File: src/rtl/lbdg_pkg.sv
package lbdg_pkg;

  localparam int FREQ_W = 22;
  localparam int LOAD_W = 7;
  localparam int SLOT_W = 4;
  localparam int HOLD_W = 5;
  localparam int ENTRIES_W = 5;
  localparam int PROD_W = FREQ_W + LOAD_W;
  localparam int COL_W = 4;

  localparam int FREQ_TABLE_DEPTH_DEF = 16;

  // stream packing
  localparam int IN_TDATA_W = 56;
  localparam int OUT_TDATA_W = 24;
  localparam int CFG_INDEX_W = 3;
  localparam int CFG_DATA_W = FREQ_W;

  // input item kinds on tuser
  localparam logic ACTION_TABLE = 1'b0;
  localparam logic ACTION_SAMPLE = 1'b1;

  // request relation on tuser
  localparam logic REL_AT_OR_BELOW = 1'b0;
  localparam logic REL_AT_OR_ABOVE = 1'b1;

  // register indexes
  localparam logic [CFG_INDEX_W-1:0] REG_LOAD_TRIP = 3'd0;
  localparam logic [CFG_INDEX_W-1:0] REG_DOWN_MARGIN = 3'd1;
  localparam logic [CFG_INDEX_W-1:0] REG_FLOOR_FREQ = 3'd2;
  localparam logic [CFG_INDEX_W-1:0] REG_DOWN_HOLD = 3'd3;
  localparam logic [CFG_INDEX_W-1:0] REG_POWERSAVE = 3'd4;
  localparam logic [CFG_INDEX_W-1:0] REG_POLICY_MIN = 3'd5;
  localparam logic [CFG_INDEX_W-1:0] REG_POLICY_MAX = 3'd6;
  localparam logic [CFG_INDEX_W-1:0] REG_TABLE_ENTRIES = 3'd7;

  // register reset values
  localparam logic [LOAD_W-1:0] LOAD_TRIP_RST = 7'd90;
  localparam logic [LOAD_W-1:0] DOWN_MARGIN_RST = 7'd20;
  localparam logic [FREQ_W-1:0] FLOOR_FREQ_RST = 22'd960000;
  localparam logic [HOLD_W-1:0] DOWN_HOLD_RST = 5'd4;
  localparam logic [FREQ_W-1:0] POLICY_MIN_RST = 22'd0;
  localparam logic [FREQ_W-1:0] POLICY_MAX_RST = 22'd4000000;
  localparam logic [ENTRIES_W-1:0] TABLE_ENTRIES_RST = 5'd0;

  localparam logic [FREQ_W-1:0] BURST_BELOW = 22'd800000;
  localparam logic [LOAD_W-1:0] LEVEL_HIGH = 7'd95;
  localparam logic [LOAD_W-1:0] LEVEL_LOW = 7'd85;
  localparam logic [COL_W-1:0] LAST_COL = 4'd11;
  localparam logic [2:0] PS_ROW_OFFSET = 3'd3;

  localparam logic [FREQ_W-1:0] FREQ_MAP [6][12] = '{
    '{22'd616400, 22'd757200, 22'd840000, 22'd960000, 22'd1248000, 22'd1324800,
      22'd1478400, 22'd1593600, 22'd1632000, 22'd1728000, 22'd1824000, 22'd1996000},
    '{22'd773040, 22'd899760, 22'd1014960, 22'd1072560, 22'd1248000, 22'd1324800,
      22'd1478400, 22'd1593600, 22'd1632000, 22'd1728000, 22'd1824000, 22'd1996000},
    '{22'd851100, 22'd956700, 22'd1052700, 22'd1100700, 22'd1350400, 22'd1416000,
      22'd1593600, 22'd1708800, 22'd1824000, 22'd1996000, 22'd2073000, 22'd2150000},
    '{22'd616400, 22'd757200, 22'd840000, 22'd960000, 22'd1248000, 22'd1324800,
      22'd1478400, 22'd1593600, 22'd1593600, 22'd1593600, 22'd1593600, 22'd1593600},
    '{22'd773040, 22'd899760, 22'd1014960, 22'd1072560, 22'd1248000, 22'd1324800,
      22'd1478400, 22'd1593600, 22'd1593600, 22'd1593600, 22'd1593600, 22'd1593600},
    '{22'd851100, 22'd956700, 22'd1052700, 22'd1100700, 22'd1324800, 22'd1416000,
      22'd1593600, 22'd1708800, 22'd1708800, 22'd1708800, 22'd1708800, 22'd1708800}
  };

endpackage

File: src/rtl/load_based_dvfs_governor_core.sv
// channel  | direction | handshake                    | contents
// s_axis   | in        | s_axis_tvalid/s_axis_tready  | table entry or load sample
// m_axis   | out       | m_axis_tvalid/m_axis_tready  | frequency request
// cfg      | in        | cfg_valid/cfg_ready          | register index and data
//
// a table entry writes the table memory as it is taken
// a sample with no request closes the input only through the decision step; the up path
// reads and compares table entries in turn (at most 11 searched), the down path runs the
// 29-step serial divider; the request turns valid as the input reopens
// rst is synchronous; the table memory is not cleared and holds garbage until written
// a waiting result stalls only the next sample at its emit step; cfg is always ready
module load_based_dvfs_governor_core
  import lbdg_pkg::*;
#(
  parameter int FREQ_TABLE_DEPTH = FREQ_TABLE_DEPTH_DEF
) (
  input  logic                   clk,
  input  logic                   rst,
  input  logic                   s_axis_tvalid,
  output logic                   s_axis_tready,
  // [3:0] entry_slot, [25:4] entry_freq, [32:26] load_pct, [54:33] current_freq
  input  logic [IN_TDATA_W-1:0]  s_axis_tdata,
  // [0] action
  input  logic                   s_axis_tuser,
  output logic                   m_axis_tvalid,
  input  logic                   m_axis_tready,
  // [21:0] requested frequency
  output logic [OUT_TDATA_W-1:0] m_axis_tdata,
  // [0] relation
  output logic                   m_axis_tuser,
  input  logic                   cfg_valid,
  output logic                   cfg_ready,
  input  logic [CFG_INDEX_W-1:0] cfg_index,
  input  logic [CFG_DATA_W-1:0]  cfg_data
);

  localparam int AW = (FREQ_TABLE_DEPTH > 1) ? $clog2(FREQ_TABLE_DEPTH) : 1;
  localparam logic [6:0] DEPTH7 = 7'(FREQ_TABLE_DEPTH);

  localparam logic [2:0] ST_IDLE = 3'd0;
  localparam logic [2:0] ST_DEC  = 3'd1;
  localparam logic [2:0] ST_RD   = 3'd2;
  localparam logic [2:0] ST_CMP  = 3'd3;
  localparam logic [2:0] ST_UP   = 3'd4;
  localparam logic [2:0] ST_DIV  = 3'd5;
  localparam logic [2:0] ST_EMIT = 3'd6;

  // configuration registers
  logic [LOAD_W-1:0]    load_trip;
  logic [LOAD_W-1:0]    down_margin;
  logic [FREQ_W-1:0]    floor_freq;
  logic [HOLD_W-1:0]    down_hold_factor;
  logic                 powersave_mode;
  logic [FREQ_W-1:0]    policy_min_freq;
  logic [FREQ_W-1:0]    policy_top_freq;
  logic [ENTRIES_W-1:0] table_entries;

  logic [2:0]        state;
  logic [LOAD_W-1:0] previous_load;
  logic [HOLD_W-1:0] floor_counter;

  // sample being worked on
  logic [LOAD_W-1:0] load;
  logic [FREQ_W-1:0] cur;
  logic [PROD_W-1:0] lf;
  logic [LOAD_W-1:0] avg;
  logic [COL_W-1:0]  idx;
  logic [COL_W-1:0]  col;
  logic [COL_W-1:0]  n_lim;

  logic [FREQ_W-1:0] res_freq;
  logic              res_rel;
  logic [FREQ_W-1:0] out_freq;
  logic              out_rel;
  logic              emit_now;

  logic              s_accept;
  logic [SLOT_W-1:0] in_slot;
  logic [FREQ_W-1:0] in_entry;
  logic [LOAD_W-1:0] in_load;
  logic [FREQ_W-1:0] in_cur;
  logic [LOAD_W:0]   load_sum;

  logic              tbl_we;
  logic [7:0]        waddr_w;
  logic [7:0]        raddr_w;
  logic [FREQ_W-1:0] tbl_rdata;

  logic              up_path;
  logic [LOAD_W-1:0] margin;
  logic              down_go;
  logic [HOLD_W:0]   fc_inc;
  logic [HOLD_W-1:0] fc_down;
  logic [6:0]        n_ent;

  logic              burst;
  logic [1:0]        row;
  logic [2:0]        map_row;
  logic [FREQ_W-1:0] up_pick;
  logic [FREQ_W-1:0] up_next;

  logic              div_start;
  logic              div_done;
  logic [PROD_W-1:0] div_quo;
  logic [FREQ_W-1:0] q22;
  logic [FREQ_W-1:0] q_min;

  assign in_slot  = s_axis_tdata[3:0];
  assign in_entry = s_axis_tdata[25:4];
  assign in_load  = s_axis_tdata[32:26];
  assign in_cur   = s_axis_tdata[54:33];

  assign s_axis_tready = (state == ST_IDLE);
  assign s_accept = s_axis_tvalid && s_axis_tready;
  assign cfg_ready = 1'b1;
  assign load_sum = {1'b0, previous_load} + {1'b0, in_load};
  assign emit_now = (state == ST_EMIT) && (!m_axis_tvalid || m_axis_tready);

  // slots beyond the table are dropped
  assign tbl_we = s_accept && (s_axis_tuser == ACTION_TABLE) && ({3'b0, in_slot} < DEPTH7);
  assign waddr_w = {4'b0, in_slot};
  assign raddr_w = {4'b0, idx};

  // never a read and a write to the same entry in flight: one item at a time
  lbdg_ram #(
    .WIDTH(FREQ_W),
    .DEPTH(FREQ_TABLE_DEPTH)
  ) u_table (
    .clk  (clk),
    .we   (tbl_we),
    .waddr(waddr_w[AW-1:0]),
    .wdata(in_entry),
    .raddr(raddr_w[AW-1:0]),
    .rdata(tbl_rdata)
  );

  assign div_start = (state == ST_DEC) && !up_path && (cur != policy_min_freq) && down_go;

  lbdg_div #(
    .NW(PROD_W),
    .DW(LOAD_W)
  ) u_div (
    .clk     (clk),
    .rst     (rst),
    .start   (div_start),
    .dividend(lf),
    .divisor (margin),
    .done    (div_done),
    .quotient(div_quo)
  );

  always_comb begin
    up_path = (cur != '0) && (load > LEVEL_LOW);
    margin = load_trip - down_margin;
    down_go = (load_trip > down_margin) && (cur != '0) && (load < margin);
    fc_inc = {1'b0, floor_counter} + (HOLD_W + 1)'(1);
    if (cur >= floor_freq) begin
      fc_down = (fc_inc > {1'b0, down_hold_factor}) ? '0 : fc_inc[HOLD_W-1:0];
    end else begin
      fc_down = '0;
    end
    n_ent = ({2'b0, table_entries} > DEPTH7) ? DEPTH7 : {2'b0, table_entries};
    n_lim = (n_ent > {3'b0, LAST_COL}) ? LAST_COL : n_ent[COL_W-1:0];

    burst = (cur < BURST_BELOW) && (load > LEVEL_HIGH);
    if (avg > LEVEL_HIGH) begin
      row = 2'd2;
    end else if (avg <= LEVEL_LOW) begin
      row = 2'd0;
    end else begin
      row = (load > LEVEL_HIGH) ? 2'd2 : 2'd1;
    end
    map_row = {1'b0, row} + (powersave_mode ? PS_ROW_OFFSET : 3'd0);
    up_pick = burst ? policy_top_freq : FREQ_MAP[map_row][col];
    up_next = (up_pick > policy_top_freq) ? policy_top_freq : up_pick;

    q22 = div_quo[FREQ_W-1:0];
    q_min = (q22 < policy_min_freq) ? policy_min_freq : q22;
  end

  always_ff @(posedge clk) begin
    if (rst) begin
      load_trip <= LOAD_TRIP_RST;
      down_margin <= DOWN_MARGIN_RST;
      floor_freq <= FLOOR_FREQ_RST;
      down_hold_factor <= DOWN_HOLD_RST;
      powersave_mode <= 1'b0;
      policy_min_freq <= POLICY_MIN_RST;
      policy_top_freq <= POLICY_MAX_RST;
      table_entries <= TABLE_ENTRIES_RST;
    end else if (cfg_valid && cfg_ready) begin
      case (cfg_index)
        REG_LOAD_TRIP:     load_trip <= cfg_data[LOAD_W-1:0];
        REG_DOWN_MARGIN:   down_margin <= cfg_data[LOAD_W-1:0];
        REG_FLOOR_FREQ:    floor_freq <= cfg_data[FREQ_W-1:0];
        REG_DOWN_HOLD:     down_hold_factor <= cfg_data[HOLD_W-1:0];
        REG_POWERSAVE:     powersave_mode <= cfg_data[0];
        REG_POLICY_MIN:    policy_min_freq <= cfg_data[FREQ_W-1:0];
        REG_POLICY_MAX:    policy_top_freq <= cfg_data[FREQ_W-1:0];
        REG_TABLE_ENTRIES: table_entries <= cfg_data[ENTRIES_W-1:0];
        default: ;
      endcase
    end
  end

  // sample payload and result staging
  always_ff @(posedge clk) begin
    if (s_accept) begin
      load <= in_load;
      cur <= in_cur;
      lf <= PROD_W'(in_load) * PROD_W'(in_cur);
      avg <= load_sum[LOAD_W:1];
    end
    if (state == ST_DEC) begin
      idx <= '0;
      col <= '0;
    end else if (state == ST_CMP) begin
      if (tbl_rdata >= cur) begin
        col <= idx;
      end else begin
        idx <= idx + COL_W'(1);
        col <= idx + COL_W'(1);
      end
    end
    if (state == ST_UP) begin
      res_freq <= up_next;
      res_rel <= REL_AT_OR_BELOW;
    end else if (state == ST_DIV && div_done) begin
      res_freq <= (floor_counter != '0) ? ((q22 < floor_freq) ? floor_freq : q22) : q_min;
      res_rel <= REL_AT_OR_ABOVE;
    end
    if (emit_now) begin
      out_freq <= res_freq;
      out_rel <= res_rel;
    end
  end

  always_ff @(posedge clk) begin
    if (rst) begin
      state <= ST_IDLE;
      previous_load <= '0;
      floor_counter <= '0;
      m_axis_tvalid <= 1'b0;
    end else begin
      if (emit_now) begin
        m_axis_tvalid <= 1'b1;
      end else if (m_axis_tready) begin
        m_axis_tvalid <= 1'b0;
      end
      case (state)
        ST_IDLE: begin
          if (s_accept && s_axis_tuser == ACTION_SAMPLE) begin
            previous_load <= in_load;
            state <= ST_DEC;
          end
        end
        ST_DEC: begin
          if (up_path) begin
            state <= (n_lim == '0) ? ST_UP : ST_RD;
          end else if (cur != policy_min_freq) begin
            floor_counter <= fc_down;
            state <= down_go ? ST_DIV : ST_IDLE;
          end else begin
            state <= ST_IDLE;
          end
        end
        ST_RD: begin
          state <= ST_CMP;
        end
        ST_CMP: begin
          // the entry count is capped at the last map column, so the search stops there at the latest
          if (tbl_rdata >= cur || idx + COL_W'(1) == n_lim) begin
            state <= ST_UP;
          end else begin
            state <= ST_RD;
          end
        end
        ST_UP: begin
          if (up_next > floor_freq) begin
            floor_counter <= '0;
          end
          state <= ST_EMIT;
        end
        ST_DIV: begin
          if (div_done) begin
            if (floor_counter == '0 && q_min < floor_freq) begin
              floor_counter <= down_hold_factor;
            end
            state <= ST_EMIT;
          end
        end
        ST_EMIT: begin
          if (emit_now) begin
            state <= ST_IDLE;
          end
        end
        default: state <= ST_IDLE;
      endcase
    end
  end

  assign m_axis_tdata = {(OUT_TDATA_W - FREQ_W)'(0), out_freq};
  assign m_axis_tuser = out_rel;

endmodule

File: src/rtl/lbdg_ram.sv
module lbdg_ram #(
  parameter int WIDTH = 8,
  parameter int DEPTH = 16,
  localparam int AW = (DEPTH > 1) ? $clog2(DEPTH) : 1
) (
  input  logic             clk,
  input  logic             we,
  input  logic [AW-1:0]    waddr,
  input  logic [WIDTH-1:0] wdata,
  input  logic [AW-1:0]    raddr,
  output logic [WIDTH-1:0] rdata
);

  logic [WIDTH-1:0] mem [DEPTH];

  always_ff @(posedge clk) begin
    if (we) begin
      mem[waddr] <= wdata;
    end
    rdata <= mem[raddr];
  end

endmodule

File: src/rtl/lbdg_div.sv
module lbdg_div #(
  parameter int NW = 29,
  parameter int DW = 7,
  localparam int CW = $clog2(NW + 1)
) (
  input  logic          clk,
  input  logic          rst,
  input  logic          start,
  input  logic [NW-1:0] dividend,
  input  logic [DW-1:0] divisor,
  output logic          done,
  output logic [NW-1:0] quotient
);

  logic          busy;
  logic [CW-1:0] cnt;
  logic [DW-1:0] rem;
  logic [NW-1:0] quo;
  logic [DW:0]   trial;
  logic [DW:0]   diff;
  logic          ge;

  // restoring division, one quotient bit a cycle
  assign trial = {rem, quo[NW-1]};
  assign ge = trial >= {1'b0, divisor};
  assign diff = trial - {1'b0, divisor};
  assign quotient = quo;

  always_ff @(posedge clk) begin
    if (start) begin
      quo <= dividend;
      rem <= '0;
    end else if (busy) begin
      quo <= {quo[NW-2:0], ge};
      rem <= ge ? diff[DW-1:0] : trial[DW-1:0];
    end
  end

  always_ff @(posedge clk) begin
    if (rst) begin
      busy <= 1'b0;
      done <= 1'b0;
      cnt <= '0;
    end else begin
      done <= 1'b0;
      if (start) begin
        busy <= 1'b1;
        cnt <= CW'(NW);
      end else if (busy) begin
        cnt <= cnt - CW'(1);
        if (cnt == CW'(1)) begin
          busy <= 1'b0;
          done <= 1'b1;
        end
      end
    end
  end

endmodule

File: config.mk
export PLATFORM = sky130hd
export DESIGN_NAME = load_based_dvfs_governor_core
export DESIGN_NICKNAME = d
export VERILOG_FILES = /design/src/rtl/lbdg_pkg.sv /design/src/rtl/load_based_dvfs_governor_core.sv /design/src/rtl/lbdg_ram.sv /design/src/rtl/lbdg_div.sv
export SDC_FILE = /design/constraint.sdc
export NUM_CORES = 2
export LEC_CHECK = 0
export ABC_AREA = 1
export BUFFER_PORTS_ARGS = -buffer_cell sky130_fd_sc_hd__buf_2
export CAP_MARGIN = 10
export CORE_MARGIN = 5
export CORE_UTILIZATION = 40
export CTS_BUF_LIST = sky130_fd_sc_hd__clkbuf_2 sky130_fd_sc_hd__clkbuf_4 sky130_fd_sc_hd__clkbuf_8
export CTS_CLUSTER_DIAMETER = 30
export DETAILED_ROUTE_END_ITERATION = 8
export PLACE_DENSITY = 0.61
export SETUP_SLACK_MARGIN = 0.05
export SYNTH_ARGS = -nofsm -noshare
export SYNTH_HDL_FRONTEND = slang
export SYNTH_SLANG_ARGS = --single-unit
File: constraint.sdc
create_clock -name clk -period 10.4 [get_ports clk]
set_clock_uncertainty 0.2 [all_clocks]
set_input_delay 2.08 -clock clk [delete_from_list [all_inputs] [get_ports clk]]
set_output_delay 2.08 -clock clk [all_outputs]
set_load 0.05 [all_outputs]
==> results.md <==
- The flow ran to the end, and the final reports show no timing, DRC or antenna violations.
- STA classifies the critical path endpoint as a register.
- Counting tap cells, the placed design contains a total of 4766 instances.
- The slew at the pin with the worst max-slew slack is 1190 ps.
- The net count of the finished layout is 4175.
- The total overflow left after global routing is 0.
- The slowest stage of the critical path is the sky130_fd_sc_hd__fa_1 cell.
- Dividing the detail-routed wire length by the instance count gives 19.4 um.
- The number of enable flip-flop cells after synthesis is 490.
- The number of failing hold endpoints at the final stage was 0.
- The peak per-stage delay on the critical path is 570 ps.
- The initial antenna violation count was 15.
- After clock tree synthesis, the clock-pin slew on the worst setup and hold paths is 60 ps.
- Leaving out fill and tap cells, the most frequent cell in the layout is sky130_fd_sc_hd__nand2_1.
- The data arrival time at the worst-slack endpoint is 7670 ps.
- The first detailed-routing pass ran for 7 iterations.
- In this run, post-CTS hold repair placed 0 buffers.
- The final number of max-transition violations is 0.
- The library cells used most frequently in the layout, excluding fill and tap cells, are 696 x sky130_fd_sc_hd__nand2_1, 490 x sky130_fd_sc_hd__edfxtp_1, 402 x sky130_fd_sc_hd__inv_1.
- The post-cts repair resize count is 0.
- The CTS tree is yes.
- Routability-driven placement finished with a final weighted congestion of 0.924.
- By startpoint and endpoint, the worst setup path is classified as register to register.
- The deepest clock path buffer count is 3.
- The most used flip-flop cell after synthesis is sky130_fd_sc_hd__edfxtp_1.
- The class of the most critical hold timing path is register to register.
- The I/O pin count is 115.
- The die height is 306 um.
- The relative area change from synthesis to final layout is 13.9%.
- The count of standard-cell rows is 108.
- The number of post-CTS setup repair buffers is 0.
- The share of synthesized flip-flops with an asynchronous set or reset is 0.
- VDD sags by at most 118 uV.
- The sequential cell area fraction in the yosys report is 0.504.
- The maximum fanout count along the critical path is 30.
- The first-pass GRT wire length is 149000 um.
- The tree is rooted in a sky130_fd_sc_hd__clkbuf_8.
- The fraction of layout cells with a size suffix above 1 is 0.115.
- The number of buffers added by the clock tree synthesis step is 134.
- The total via count after detailed routing is 26500.
- The count of maximum capacitance violations is 0.
- Setup repair after global routing left no endpoint under its margin.
- The number of global-route vias before repair came to 25400.
- For the worst-skew pair, the clock arrives at the later sink with an insertion delay of 800 ps.
- The H-tree level count is 4.
- The worst pin sits at a relative slew slack of 0.204.
- For the final routed database, the setup TNS stands at 0 ps.
- The synthesized area is 35100 sq um.
- The number of different library cells in the post-synthesis netlist is 62.
- The areal power density over the cells is 204 nW/um^2.
- The cell seen most often among critical-path stages is sky130_fd_sc_hd__nand2_1.
- Once layout is complete, the cells apart from fillers number 5019.
- For this run, the number of Yosys warnings is 0.
- The total leakage power is 0.0164 uW.
- In this run the tool buffered the top-level ports with 110 buffer cells.
- The die covers 93600 sq um.
- A synthesized cell averages 9.72 sq um.
- CTS saw 638 sinks.
- The initial utilization of the core area, before any placement, comes to 0.403.
- Once detailed placement completed, the half-perimeter wirelength came to 66700 um.
- The number of remaining DRC errors is 0.
- Entering global routing, the biggest net connects 97 pins.
- Across every metal layer, demand over resource in global routing totals 0.204.
- In this run, the number of DRC markers left after iteration 0 of detailed routing was 2176.
- The per-cell via count in the routed design is 5.28.
- Counting I/O delays and the setup requirement, the final critical path takes 7210 ps.
- The share of the cycle needed by the critical path after routing is 0.693.
- The startpoint kind of the worst setup timing path is a register.
- Synthesis inferred 638 register bits.
- The count of nets left with antenna violations once routing finished came out at 0.
- Timing would allow up to 139 MHz.
- The die is 306 um wide.
- Summed over all layers, the routed wires come to 97200 um.
- The required time at the endpoint of the critical path is 10870 ps.
- After technology mapping, the gate count stands at 3606.
- Setup violations remaining at the end of the flow were counted as 0.
- The core region is 86900 sq um.
-- synthesized netlist by cell type (26+ instances only) --
master                     instances  area [sq um]
sky130_fd_sc_hd__a21oi_1         222          1110
sky130_fd_sc_hd__nand2_1         696          2610
sky130_fd_sc_hd__nand3_1          86           430
sky130_fd_sc_hd__fa_1            103          2060
sky130_fd_sc_hd__edfxtp_1        490         14700
sky130_fd_sc_hd__xor2_1           40           350
sky130_fd_sc_hd__buf_2            29           145
sky130_fd_sc_hd__inv_1           403          1510
sky130_fd_sc_hd__ha_1            238          2980
sky130_fd_sc_hd__nor3_1           26           130
sky130_fd_sc_hd__a22oi_1          73           548
sky130_fd_sc_hd__o211ai_1         48           360
sky130_fd_sc_hd__dfxtp_1         148          2960
sky130_fd_sc_hd__o21ai_0         365          1830
sky130_fd_sc_hd__clkbuf_1         91           342
sky130_fd_sc_hd__nor2_1          275          1030
sky130_fd_sc_hd__nand4_1          49           307
-- metrics by stage --
| step | hold WS (ps) | setup slack, ps | util | area [sq um] | total power [uW] |
|---|---|---|---|---|---|
| floorplan | 200 | 3890 | - | 35100 | 4550 |
| global route | 225 | 2720 | 0.459 | 39900 | 8610 |
| finish | 216 | 3190 | 0.459 | 39900 | 8130 |
| detailed placement | 205 | 3040 | 0.423 | 36800 | 5130 |
| global placement | 202 | 3040 | 0.423 | 36800 | 5100 |
| CTS | 217 | 3250 | 0.459 | 39900 | 8190 |
-- layout make-up --
class                           count  area [sq um]
Sequential cell                   638         17700
Multi-Input combinational cell   2408         15300
Clock buffer                      163          2110
Tap cell                         1155          1450
Timing Repair Buffer              144           806
Antenna cell                       11          27.5
Clock inverter                     79          1000
Inverter                          421          1580
Fill cell                        8188         47000
-- critical path, delay by kind of cell (launching register included) --
family	cells	cell delay, ps
AOI/OAI and AO/OA	10	1470
adders and majority gates	5	1560
buffers and inverters	6	770
DFF	1	380
and+or+nand+nor	19	2670
-- metal layers --
metal  global-route usage  routed length [um]
met2                0.316               43400
met5                    0                  41
met1                0.286               43800
met3               0.0416                6740
met4               0.0758                3240
-- flip-flops by register name, summed over array words and instances (netlist names), 3 cells and up --
name / cells
u_table.mem: 352
floor_counter: 5
policy_min_freq: 22
u_div.quotient: 29
down_margin: 7
col: 4
down_hold_factor: 5
previous_load: 7
table_entries: 5
u_table.rdata: 22
avg: 6
cur: 22
policy_top_freq: 22
out_freq: 22
u_div.rem: 7
load: 7
load_trip: 7
lf: 29
state: 3
floor_freq: 22
u_div.cnt: 5
res_freq: 22
-- power by group --
group / total, uW / internal [uW] / switching, uW / leakage (uW)
clock network: 3050 / 1870 / 1180 / 0.00157
logic: 2000 / 722 / 1280 / 0.00915
registers: 3080 / 2990 / 98.7 / 0.00567
-- kinds of logic (layout without fill, tap and decap cells) --
group                      count (synthesis)  after routing  synth area share
xor gates and xnor gates                  62             62            0.0155
AOI/OAI and AO/OA                        831            831             0.136
DFF                                      638            638             0.504
buffers and inverters                    561            807            0.0626
other                                      2             14          0.000214
adders and majority gates                341            341             0.144
and+or+nand+nor                         1171           1171             0.137
-- final timing paths --
check             slack (ps)  cells after the start        start          endpoint
setup / recovery        3190                     40       avg[5]  floor_counter[2]
hold / removal           220                      0  res_freq[3]       out_freq[3]
setup reg to reg        3190                     40       avg[5]  floor_counter[2]
hold reg to reg          220                      0  res_freq[3]       out_freq[3]
Power figures use the tool's default switching activity.
